File: src/design/tce_pkg.sv
`timescale 1ns / 1ps

package tce_pkg;

    // Frame layout.
    localparam int ETH_HEADER_BYTES      = 14;
    localparam int IP_FIXED_HEADER_BYTES = 20;

    // Offsets and limits, sized to compare against a 17-bit byte position.
    localparam logic [16:0] ETH_BASE     = 17'(ETH_HEADER_BYTES);
    localparam logic [16:0] ICMP_BASE    = 17'(ETH_HEADER_BYTES + IP_FIXED_HEADER_BYTES);
    localparam logic [16:0] IP_LEN_HI    = 17'(ETH_HEADER_BYTES + 2);
    localparam logic [16:0] IP_LEN_LO    = 17'(ETH_HEADER_BYTES + 3);
    localparam logic [16:0] ADDR_FIRST   = 17'(ETH_HEADER_BYTES + 12);
    localparam logic [16:0] ADDR_END     = 17'(ETH_HEADER_BYTES + 20);
    localparam logic [16:0] ICMP_CKS_OFF = 17'(ETH_HEADER_BYTES + IP_FIXED_HEADER_BYTES + 2);
    localparam logic [16:0] ICMP_MIN_LEN = 17'(ETH_HEADER_BYTES + IP_FIXED_HEADER_BYTES + 4);
    localparam logic [15:0] INDEX_MAX    = 16'hFFFF;

    // Checksum field position within the transport header.
    localparam logic [4:0] TCP_CKS_REL = 5'd16;
    localparam logic [4:0] UDP_CKS_REL = 5'd6;

    // Minimum legal IPv4 header length, in 32-bit words.
    localparam logic [3:0] IHL_MIN = 4'd5;

    // Protocol numbers for the pseudo-header.
    localparam logic [15:0] PROTO_TCP = 16'h0006;
    localparam logic [15:0] PROTO_UDP = 16'h0011;

    // Frame mode codes.
    localparam logic [1:0] MODE_TCP  = 2'd0;
    localparam logic [1:0] MODE_UDP  = 2'd1;
    localparam logic [1:0] MODE_ICMP = 2'd2;

    // One finished result.
    typedef struct packed {
        logic [15:0] checksum;
        logic [15:0] checksum_offset;
        logic        frame_error;
    } t_result;

    // Ones'-complement add with end-around carry.
    function automatic logic [15:0] f_ones_add(input logic [15:0] a, input logic [15:0] b);
        logic [16:0] s;
        s = {1'b0, a} + {1'b0, b};
        return s[15:0] + {15'd0, s[16]};
    endfunction

endpackage

File: src/design/transport_checksum_engine.sv
`timescale 1ns / 1ps

// Channel   | Direction | Handshake              | Payload
// ----------+-----------+------------------------+--------------------------------------
// input     | in        | i_in_valid, o_in_stall | i_frame_byte, i_last_byte, i_mode
// result    | out       | o_out_valid, i_out_stall | o_checksum, o_checksum_offset,
//           |           |                        | o_frame_error
//
// One frame byte is accepted per clock while the input is not stalled; the rate is set
// by the single ones'-complement accumulate register, which takes one byte per cycle.
// The result of the last byte is registered in the output register, or in the skid
// register when the output is full and stalled. Reset is synchronous and active low;
// it clears the frame state and empties both result slots. The input stalls only
// while both slots are full.

module transport_checksum_engine
    import tce_pkg::*;
(
    input  logic        i_clk,
    input  logic        i_rst_n,

    input  logic        i_in_valid,
    output logic        o_in_stall,
    input  logic [7:0]  i_frame_byte,
    input  logic        i_last_byte,
    input  logic [1:0]  i_mode,

    output logic        o_out_valid,
    input  logic        i_out_stall,
    output logic [15:0] o_checksum,
    output logic [15:0] o_checksum_offset,
    output logic        o_frame_error
);

    // Frame state.
    logic [15:0] r_byte_index, n_byte_index;
    logic [1:0]  r_frame_kind, n_frame_kind;
    logic [3:0]  r_header_words, n_header_words;
    logic [15:0] r_ip_total_length, n_ip_total_length;
    logic [15:0] r_sum, n_sum;

    // Result slots: the output register and the skid register behind it.
    logic        r_out_valid;
    t_result     r_out;
    logic        r_skid_valid;
    t_result     r_skid;

    logic        accept;
    logic        pop;
    logic        push;
    t_result     new_result;

    // Values seen by the current byte, with the frame start clearing the old frame.
    logic        first;
    logic [3:0]  hw_cur;
    logic [15:0] itl_cur;
    logic [15:0] sum_cur;
    logic        transport;
    logic [16:0] pos;
    logic [5:0]  hl;
    logic [16:0] seg_start;
    logic [16:0] seg_end;
    logic [4:0]  cks_rel;
    logic [16:0] cks_off;
    logic        in_addr;
    logic        in_seg;
    logic        in_icmp;
    logic        odd_pos;
    logic [15:0] weight;
    logic [15:0] addend;
    logic [15:0] seglen;
    logic [15:0] pseudo;
    logic [15:0] final_sum;
    logic [16:0] n_count;
    logic        err;

    assign o_in_stall = r_skid_valid;
    assign accept     = i_in_valid && !r_skid_valid;
    assign pop        = r_out_valid && !i_out_stall;
    assign push       = accept && i_last_byte;

    always_comb begin
        first   = (r_byte_index == 16'd0);
        n_frame_kind = first ? i_mode : r_frame_kind;
        hw_cur  = first ? 4'd0 : r_header_words;
        itl_cur = first ? 16'd0 : r_ip_total_length;
        sum_cur = first ? 16'd0 : r_sum;
        transport = (n_frame_kind == MODE_TCP) || (n_frame_kind == MODE_UDP);
        pos     = {1'b0, r_byte_index};

        // The IPv4 header length and total length are captured as they pass.
        n_header_words    = hw_cur;
        n_ip_total_length = itl_cur;
        if (transport) begin
            if (pos == ETH_BASE) begin
                n_header_words = i_frame_byte[3:0];
            end
            if (pos == IP_LEN_HI) begin
                n_ip_total_length = {i_frame_byte, itl_cur[7:0]};
            end
            if (pos == IP_LEN_LO) begin
                n_ip_total_length = {itl_cur[15:8], i_frame_byte};
            end
        end

        hl        = {n_header_words, 2'b00};
        seg_start = ETH_BASE + {11'd0, hl};
        seg_end   = ETH_BASE + {1'b0, n_ip_total_length};
        cks_rel   = (n_frame_kind == MODE_TCP) ? TCP_CKS_REL : UDP_CKS_REL;
        cks_off   = transport ? (seg_start + {12'd0, cks_rel}) : ICMP_CKS_OFF;

        // Source and destination addresses feed the pseudo-header; the segment
        // itself is summed with its checksum field skipped.
        in_addr = transport && (pos >= ADDR_FIRST) && (pos < ADDR_END);
        in_seg  = transport && (pos >= seg_start) && (pos < seg_end)
                  && (pos != cks_off) && (pos != cks_off + 17'd1);
        in_icmp = !transport && (pos >= ICMP_BASE)
                  && (pos != cks_off) && (pos != cks_off + 17'd1);

        odd_pos = transport ? (pos[0] ^ ETH_BASE[0]) : (pos[0] ^ ICMP_BASE[0]);
        weight  = odd_pos ? {8'h00, i_frame_byte} : {i_frame_byte, 8'h00};

        // With a short header the address bytes also fall inside the segment and
        // count twice; doubling in ones'-complement is a rotate left by one.
        if (r_byte_index == INDEX_MAX) begin
            addend = 16'd0;
        end else if (in_addr && in_seg) begin
            addend = {weight[14:0], weight[15]};
        end else if (in_addr || in_seg || in_icmp) begin
            addend = weight;
        end else begin
            addend = 16'd0;
        end
        n_sum = f_ones_add(sum_cur, addend);

        // Closing terms, used only on the last byte of a frame.
        seglen  = n_ip_total_length - {10'd0, hl};
        pseudo  = f_ones_add((n_frame_kind == MODE_TCP) ? PROTO_TCP : PROTO_UDP, seglen);
        n_count = pos + 17'd1;
        err     = (r_byte_index == INDEX_MAX);
        if (transport) begin
            final_sum = f_ones_add(n_sum, pseudo);
            if ((n_header_words < IHL_MIN) || (n_ip_total_length < {10'd0, hl})
                || (seglen < {11'd0, cks_rel} + 16'd2) || (n_count < seg_end)) begin
                err = 1'b1;
            end
        end else begin
            final_sum = n_sum;
            if ((n_frame_kind != MODE_ICMP) || (n_count < ICMP_MIN_LEN)) begin
                err = 1'b1;
            end
        end

        new_result.checksum        = ~final_sum;
        new_result.checksum_offset = cks_off[15:0];
        new_result.frame_error     = err;

        if (i_last_byte) begin
            n_byte_index = 16'd0;
        end else if (r_byte_index != INDEX_MAX) begin
            n_byte_index = r_byte_index + 16'd1;
        end else begin
            n_byte_index = r_byte_index;
        end
    end

    // Frame state advances on every accepted transaction.
    always_ff @(posedge i_clk) begin
        if (!i_rst_n) begin
            r_byte_index      <= 16'd0;
            r_frame_kind      <= MODE_TCP;
            r_header_words    <= 4'd0;
            r_ip_total_length <= 16'd0;
            r_sum             <= 16'd0;
        end else if (accept) begin
            r_byte_index      <= n_byte_index;
            r_frame_kind      <= n_frame_kind;
            r_header_words    <= n_header_words;
            r_ip_total_length <= n_ip_total_length;
            r_sum             <= n_sum;
        end
    end

    // Result slot control. A new result goes straight to the output register when
    // it is free or being emptied, and into the skid register otherwise.
    always_ff @(posedge i_clk) begin
        if (!i_rst_n) begin
            r_out_valid  <= 1'b0;
            r_skid_valid <= 1'b0;
        end else if (r_skid_valid) begin
            if (pop) begin
                r_skid_valid <= 1'b0;
            end
        end else if (push) begin
            if (!r_out_valid || pop) begin
                r_out_valid <= 1'b1;
            end else begin
                r_skid_valid <= 1'b1;
            end
        end else if (pop) begin
            r_out_valid <= 1'b0;
        end
    end

    always_ff @(posedge i_clk) begin
        if (r_skid_valid) begin
            if (pop) begin
                r_out <= r_skid;
            end
        end else if (push) begin
            if (!r_out_valid || pop) begin
                r_out <= new_result;
            end else begin
                r_skid <= new_result;
            end
        end
    end

    assign o_out_valid       = r_out_valid;
    assign o_checksum        = r_out.checksum;
    assign o_checksum_offset = r_out.checksum_offset;
    assign o_frame_error     = r_out.frame_error;

endmodule

File: config.mk
export PLATFORM = sky130hd
export DESIGN_NAME = transport_checksum_engine
export DESIGN_NICKNAME = d
export VERILOG_FILES = /design/src/design/tce_pkg.sv /design/src/design/transport_checksum_engine.sv
export SDC_FILE = /design/constraint.sdc
export NUM_CORES = 1
export LEC_CHECK = 0
export ABC_AREA = 1
export BUFFER_PORTS_ARGS = -buffer_cell sky130_fd_sc_hd__buf_2
export CORE_MARGIN = 3
export CORE_UTILIZATION = 55
export CTS_CLUSTER_SIZE = 16
export DETAILED_ROUTE_END_ITERATION = 8
export PLACE_DENSITY = 0.72
export SLEW_MARGIN = 15
export SYNTH_ARGS = -nofsm -noshare
export SYNTH_HDL_FRONTEND = slang
export SYNTH_SLANG_ARGS = --single-unit
File: constraint.sdc
create_clock -name i_clk -period 11.5 [get_ports i_clk]
set_clock_uncertainty 0.05 [all_clocks]
set_input_delay 2.3 -clock i_clk [delete_from_list [all_inputs] [get_ports i_clk]]
set_output_delay 2.3 -clock i_clk [all_outputs]
set_load 0.02 [all_outputs]
After elaboration in Yosys (flattened, before gate mapping). Cells that the tools add are included.

Bits in registers: 122. Word-level logic and storage cells: 119.

$add $sub $neg: 14. $lt $le $gt $ge: 10. Equality and inequality tests: 11. Multiplexer cells: 33. Bitwise gates (word level): 3. Reduce and logical (&&, ||, !) cells: 35.

Operator list (count): 2-to-1 mux 16 bit (12); 2-to-1 mux 33 bit (4); adder 16 x 1 -> 16 bit (3); adder 16 x 16 -> 17 bit (2); == test 16 x 5 -> 1 bit (second input constant) (2); less-than comparator 16 x 6 -> 1 bit (2); adder 16 x 1 -> 17 bit (second input constant) (1); adder 4 x 16 -> 17 bit (first input constant) (1); adder 5 x 16 -> 17 bit (1); less-than comparator 16 x 17 -> 1 bit (1); less-than comparator 17 bit (1); less-than comparator 17 x 6 -> 1 bit (second input constant) (1); adder 16 x 1 -> 16 bit (second input constant) (1); == test 16 bit (second input constant) (1); == test 16 x 4 -> 1 bit (second input constant) (1); >= comparator 16 x 5 -> 1 bit (second input constant) (1); >= comparator 16 x 6 -> 1 bit (second input constant) (1); >= comparator 16 x 7 -> 1 bit (1); zero test 16 bit (1); less-than comparator 16 x 6 -> 1 bit (second input constant) (1); inequality test 16 bit (second input constant) (1); inequality test 16 x 8 -> 1 bit (1); inequality test 16 x 9 -> 1 bit (1); inverter 16 bit (1); 22 further kinds (63).

Logic depth before layout (Yosys ltp).
Depth after elaboration: 25. Mapped depth: 89. Gate-level depth less buffers: 87.

Worst setup path before layout. Ideal clock, no wire load.

Path kind: input-to-reg. From: input port i_mode[1]. To: register r_skid[32] (netlist bit) (data pin). Setup time: 0.255 ns. Arrival: 11.319 ns. Setup slack: -0.123 ns. Stages on the path: 79. Buffers on the path: 1. Cells stage by stage: inv_1 -> nand3_2 -> nand2_4 -> nand2_2 -> buf_6 -> o21ai_2 -> inv_1 -> ha_1 -> nand2_1 -> nand2_1 -> inv_1 -> nand3_1 -> xor2_1 -> ha_1 -> nand2_1 -> nor2_1 -> a211oi_1 -> o221ai_1 -> [... 43 more ...] -> nand2_1 -> nor2_1 -> inv_1 -> nor2_1 -> inv_1 -> nor2_1 -> inv_1 -> nor2_1 -> nand3_1 -> nor2_1 -> nand2_1 -> nor2_2 -> nand2_2 -> nor2_2 -> nand2_1 -> nand2_1 -> nand3_1 -> and2_1.

RTL lines: from (decl) (RTL line transport_checksum_engine.sv:26) `input logic [1:0] i_mode,`; to (signal assigned) (RTL line transport_checksum_engine.sv:214) `r_skid <= new_result;`; to (decl) (RTL line transport_checksum_engine.sv:46) `t_result r_skid;`.

Worst setup path in the final report.
From: input port i_mode[1]. To: register r_out, in the netlist o_checksum[15] (data pin).

Elaborated cells between the ends (all ways): 45. Those cells by class: add/sub: 11; order compare: 2; eq/ne: 3; mux: 13; bitwise: 1; reduce/logical: 15.

RTL lines: 2-to-1 mux 2 bit * (RTL line transport_checksum_engine.sv:84) `n_frame_kind = first ? i_mode : r_frame_kind;`; == test 2 x 1 -> 1 bit / zero test 2 bit (equally long branches) (RTL line transport_checksum_engine.sv:88) `transport = (n_frame_kind == MODE_TCP) || (n_frame_kind == MODE_UDP);`; logical OR 1 bit * (RTL line transport_checksum_engine.sv:88); 2-to-1 mux 16 bit * (RTL line transport_checksum_engine.sv:94) `if (transport) begin`; named net n_ip_total_length[4] (RTL line transport_checksum_engine.sv:39) `logic [15:0] r_ip_total_length, n_ip_total_length;`; adder 4 x 16 -> 17 bit * (RTL line transport_checksum_engine.sv:108) `seg_end = ETH_BASE + {1'b0, n_ip_total_length};`; less-than comparator 16 x 17 -> 1 bit * (RTL line transport_checksum_engine.sv:115) `in_seg = transport && (pos >= seg_start) && (pos < seg_end)`; logical AND 1 bit * (RTL line transport_checksum_engine.sv:115); [... 9 more ...]; named net n_sum[3] (RTL line transport_checksum_engine.sv:40) `logic [15:0] r_sum, n_sum;`; adder 16 x 16 -> 17 bit * (RTL line tce_pkg.sv:46) `s = {1'b0, a} + {1'b0, b};`; adder 16 x 1 -> 16 bit * (RTL line tce_pkg.sv:47) `return s[15:0] + {15'd0, s[16]};`; 2-to-1 mux 16 bit * (RTL line transport_checksum_engine.sv:141) `if (transport) begin`; inverter 16 bit * (RTL line transport_checksum_engine.sv:154) `new_result.checksum = ~final_sum;`; 2-to-1 mux 33 bit * (RTL line transport_checksum_engine.sv:211) `if (!r_out_valid || pop) begin`; 2-to-1 mux 33 bit * (RTL line transport_checksum_engine.sv:210) `end else if (push) begin`; 2-to-1 mux 33 bit * (RTL line transport_checksum_engine.sv:206) `if (r_skid_valid) begin`; to (signal assigned) (RTL line transport_checksum_engine.sv:208) `r_out <= r_skid;`; to (signal assigned) (RTL line transport_checksum_engine.sv:212) `r_out <= new_result;`; to (decl) (RTL line transport_checksum_engine.sv:44) `t_result r_out;`.

The timed path passes the listed nets; every way through them passes the cells marked *. The select of a mux whose other input is x is not followed. A chain may end at the register's enable or synchronous reset.

==> metrics.yaml <==
cts:
  cts_buffer_depth: 2
  number_of_buffers_created_by_cts: 9
  clkTransAtPathRegs_ns: 0.07
  clkSinkCount: 104
  clock_latency_reported_for_the_late_side_of_the_worst_skew_pair_ns: 0.38
  h-tree-depth: 3
  tritoncts: "built"
  ctsHoldBuffers: 0
  clockRootBuffer: "sky130_fd_sc_hd__clkbuf_16"
critical_path:
  r2r_start: "r_byte_index[1]"
  timing.reg2reg.setup_slack_ns: 0.56
  timing.reg2reg.worst_path_depth: 86
  critPathLaunchType: "primary input"
  path_type_of_the_worst_setup_path: "in -> reg"
  endpoint_kind: "register"
  cpMaxStageDelayCell: "sky130_fd_sc_hd__fa_2"
  cp_data_required_time_ns: 11.57
  timing.critical_path.arrival_ns: 11.63
  crit_path_max_incr_delay_ns: 0.39
  timing.critical_path.mode_cell: "sky130_fd_sc_hd__nand2_1"
  crit_fanout: 7
  worst_r2r_endpoint: "o_checksum[15]"
global_route:
  grt_use_met1_pct: 40.3
  global_route.usage.total_pct: 29.3
  maximum_number_of_pins_on_one_net_before_global_route_repair: 46
  use_met2_pct: 46.5
  grt_antenna_before_repair: 0
  grt-busiest-layer: "met2"
  number_of_global_route_vias_before_repair: 10200
  grt_util_met3_pct: 4.07
  global_route.overflow_total: 0
  first_pass_grt_wire_length_mm: 49.1
cells_and_area:
  synthToLayoutAreaGrowth_pct: 25.1
  finalCoreUtilization_pct: 70.4
  final_cell_count_no_fill: 2081
  antenna_cells: 0
  drive_gt1_share_pct: 25.9
  commonest_cells_after_routing_fill_and_taps_aside: "sky130_fd_sc_hd__nand2_1, sky130_fd_sc_hd__inv_1, sky130_fd_sc_hd__buf_4"
  layout.cells.most_common: "sky130_fd_sc_hd__nand2_1"
  nets: 1921
  num-fill-cells: 1576
floorplanning:
  fp.coreArea_um2: 18800
  dieWidth_um: 145
  initial_core_util_pct: 56.3
  io_pins: 50
  die_outline_area_um2: 21000
  die_y_um: 145
  row_count: 50
yosys:
  sequential_cell_area_fraction_in_the_yosys_report_pct: 24.2
  ff_latch_count_synth: 104
  synth_flop_cell: "sky130_fd_sc_hd__dfxtp_1"
  yosys.cell_types.count: 61
  mappedNetlistArea_um2: 10600
  synth_cells: 1589
  synth_enable_flop_cells: 48
  ys_async_sr_fraction_pct: 0
  synth.avg_cell_area_um2: 6.67
  synth-warning-count: 0
power_and_ir_drop:
  p_switching_mw: 0.384
  vdd.ir_drop.worst_uv: 62.7
  swShare_pct: 36.1
  internal_power_mw: 0.682
  seq_power_share_pct: 38.8
  power_frac_comb_pct: 31.8
  power_per_cell_area_nw_per_um2: 80.5
  p_total_mw: 1.07
  clockPowerShare_pct: 29.4
  static_leakage_nw: 6.66
routing:
  drcViolationCount: 0
  route.vias.total: 11200
  wl_per_cell_um: 15.0
  detail_route.wirelength_mm: 31.1
  drt-initial-drc-count: 846
  drt_pre_antenna_iters: 5
  ant_nets: 0
  drt-vias-per-instance: 5.37
place:
  total_half_perimeter_wirelength_after_legalization_and_detailed_placement_mm: 23.9
  place.gp.congestion: 0.924
  dp_slack_ns: -0.707
  port_buffers: 40
  post-place-cells: 2034
timing:
  timing_worst_slew_pin_value_ns: 1.19
  final_cycle_utilization_of_the_critical_path_pct: 101
  timing_hold_violations_final: 0
  post-route-min-period_ns: 11.56
  rsz0062_at_grt: "yes"
  final.setup.worst_slack_ns: -0.0602
  hold_worst_slack_ns: 0.415
  timing.final.max_slew_violations: 0
  max_clock_freq_mhz: 86.5
  timing.max_slew.rel_slack_pct: 20.3
  finalSetupViolCount: 2
status:
  result_of_the_run: "complete, but fails checks"
  violated_checks: "negative setup slack"
hold_path:
  holdCritPathClass: "reg -> reg"
  hold_path_start: "r_sum[0]"
  min_to: "r_sum[0]"
  worstHoldPathCells: 2
job:
  cap_violations: 0
power groups by stage:
stage	Clock (mW)	Sequential [mW]	Combinational, mW
after CTS	0.315	0.413	0.319
after global placement	0	0.421	0.308
final	0.314	0.413	0.339
after global routing	0.328	0.415	0.378
after floorplan	0	0.428	0.214
after detailed placement	0	0.422	0.315
state kept, by name, indices dropped and copies added (netlist names):
signal             cells
r_frame_kind           2
o_checksum            16
r_ip_total_length     16
o_in_stall             1
r_skid                24
r_header_words         4
o_out_valid            1
o_frame_error          1
r_byte_index          16
o_checksum_offset      7
r_sum                 16
cell type report:
cell class	instances	area (um^2)	area share, %
multi-input cells	1182	7230	54.6
inverters	262	996	7.52
clock inverters	7	62.6	0.472
well taps	260	325	2.45
clock buffers	9	225	1.70
repair buffers	257	1850	14.0
flip-flops and latches	104	2560	19.3
synth_stat cells (31+ instances only):
| cell | n | area share [%] |
|---|---|---|
| sky130_fd_sc_hd__nand2_2 | 32 | 1.9 |
| sky130_fd_sc_hd__inv_1 | 240 | 8.5 |
| sky130_fd_sc_hd__nand3_1 | 103 | 4.9 |
| sky130_fd_sc_hd__edfxtp_1 | 48 | 14 |
| sky130_fd_sc_hd__o21ai_0 | 63 | 3.0 |
| sky130_fd_sc_hd__nand2_1 | 384 | 14 |
| sky130_fd_sc_hd__xor2_1 | 50 | 4.1 |
| sky130_fd_sc_hd__nor2_1 | 142 | 5.0 |
| sky130_fd_sc_hd__dfxtp_1 | 56 | 11 |
| sky130_fd_sc_hd__ha_1 | 86 | 10 |
| sky130_fd_sc_hd__a21oi_1 | 97 | 4.6 |
| sky130_fd_sc_hd__nand4_1 | 31 | 1.8 |
per-layer routing:
metal,share of wire (%),wire (um)
met5,0.074,23
met4,4.2,1300
met3,7.2,2260
met2,44,13700
met1,44,13800
critical path: cells and delay by family:
| kind | cells | cell delay, ns |
|---|---|---|
| simple gates | 52 | 4.90 |
| compound gates | 14 | 1.97 |
| fa+ha+maj | 6 | 1.61 |
| buf+inv | 10 | 0.81 |
how the worst max path moves through the flow:
stage / cells past startpoint / startpoint / to / slack, ns
after global routing: 82 / i_mode[1] / o_checksum[15] / -0.86
after floorplan: 79 / i_mode[1] / r_skid[32] / 0.05
after global placement: 83 / i_mode[1] / o_checksum[15] / -0.36
final: 82 / i_mode[1] / o_checksum[15] / -0.06
after detailed placement: 79 / i_mode[1] / r_skid[32] / -0.71
after CTS: 83 / i_mode[1] / r_skid[32] / 0.02
cells by family (layout without fill, tap and decap cells):
logic type,Yosys count,in the layout,share of synthesized area (%)
and+or+nand+nor,771,771,33.5
buffers and inverters,311,535,11.9
AOI/OAI and AO/OA,242,242,13.4
DFF,104,104,24.2
adders and majority gates,90,90,10.9
xor gates and xnor gates,69,69,5.92
other,1,9,0.0354
muxes,1,1,0.0945
timing repair:
action,4_1_cts,5_1_grt
hold endpoints to repair,0,0
gates resized for setup,17,95
setup buffers,13,18
setup endpoints to repair,11,25
pin swaps,10,76
stage by stage:
step                      setup TNS (ns)  cell area (um^2)
after global placement             -2.16             12300
final                             -0.115             13300
after floorplan                        0             10600
after detailed placement           -6.40             12300
after global routing               -9.01             13300
after CTS                              0             12700
(Power assumes the default switching activity.)
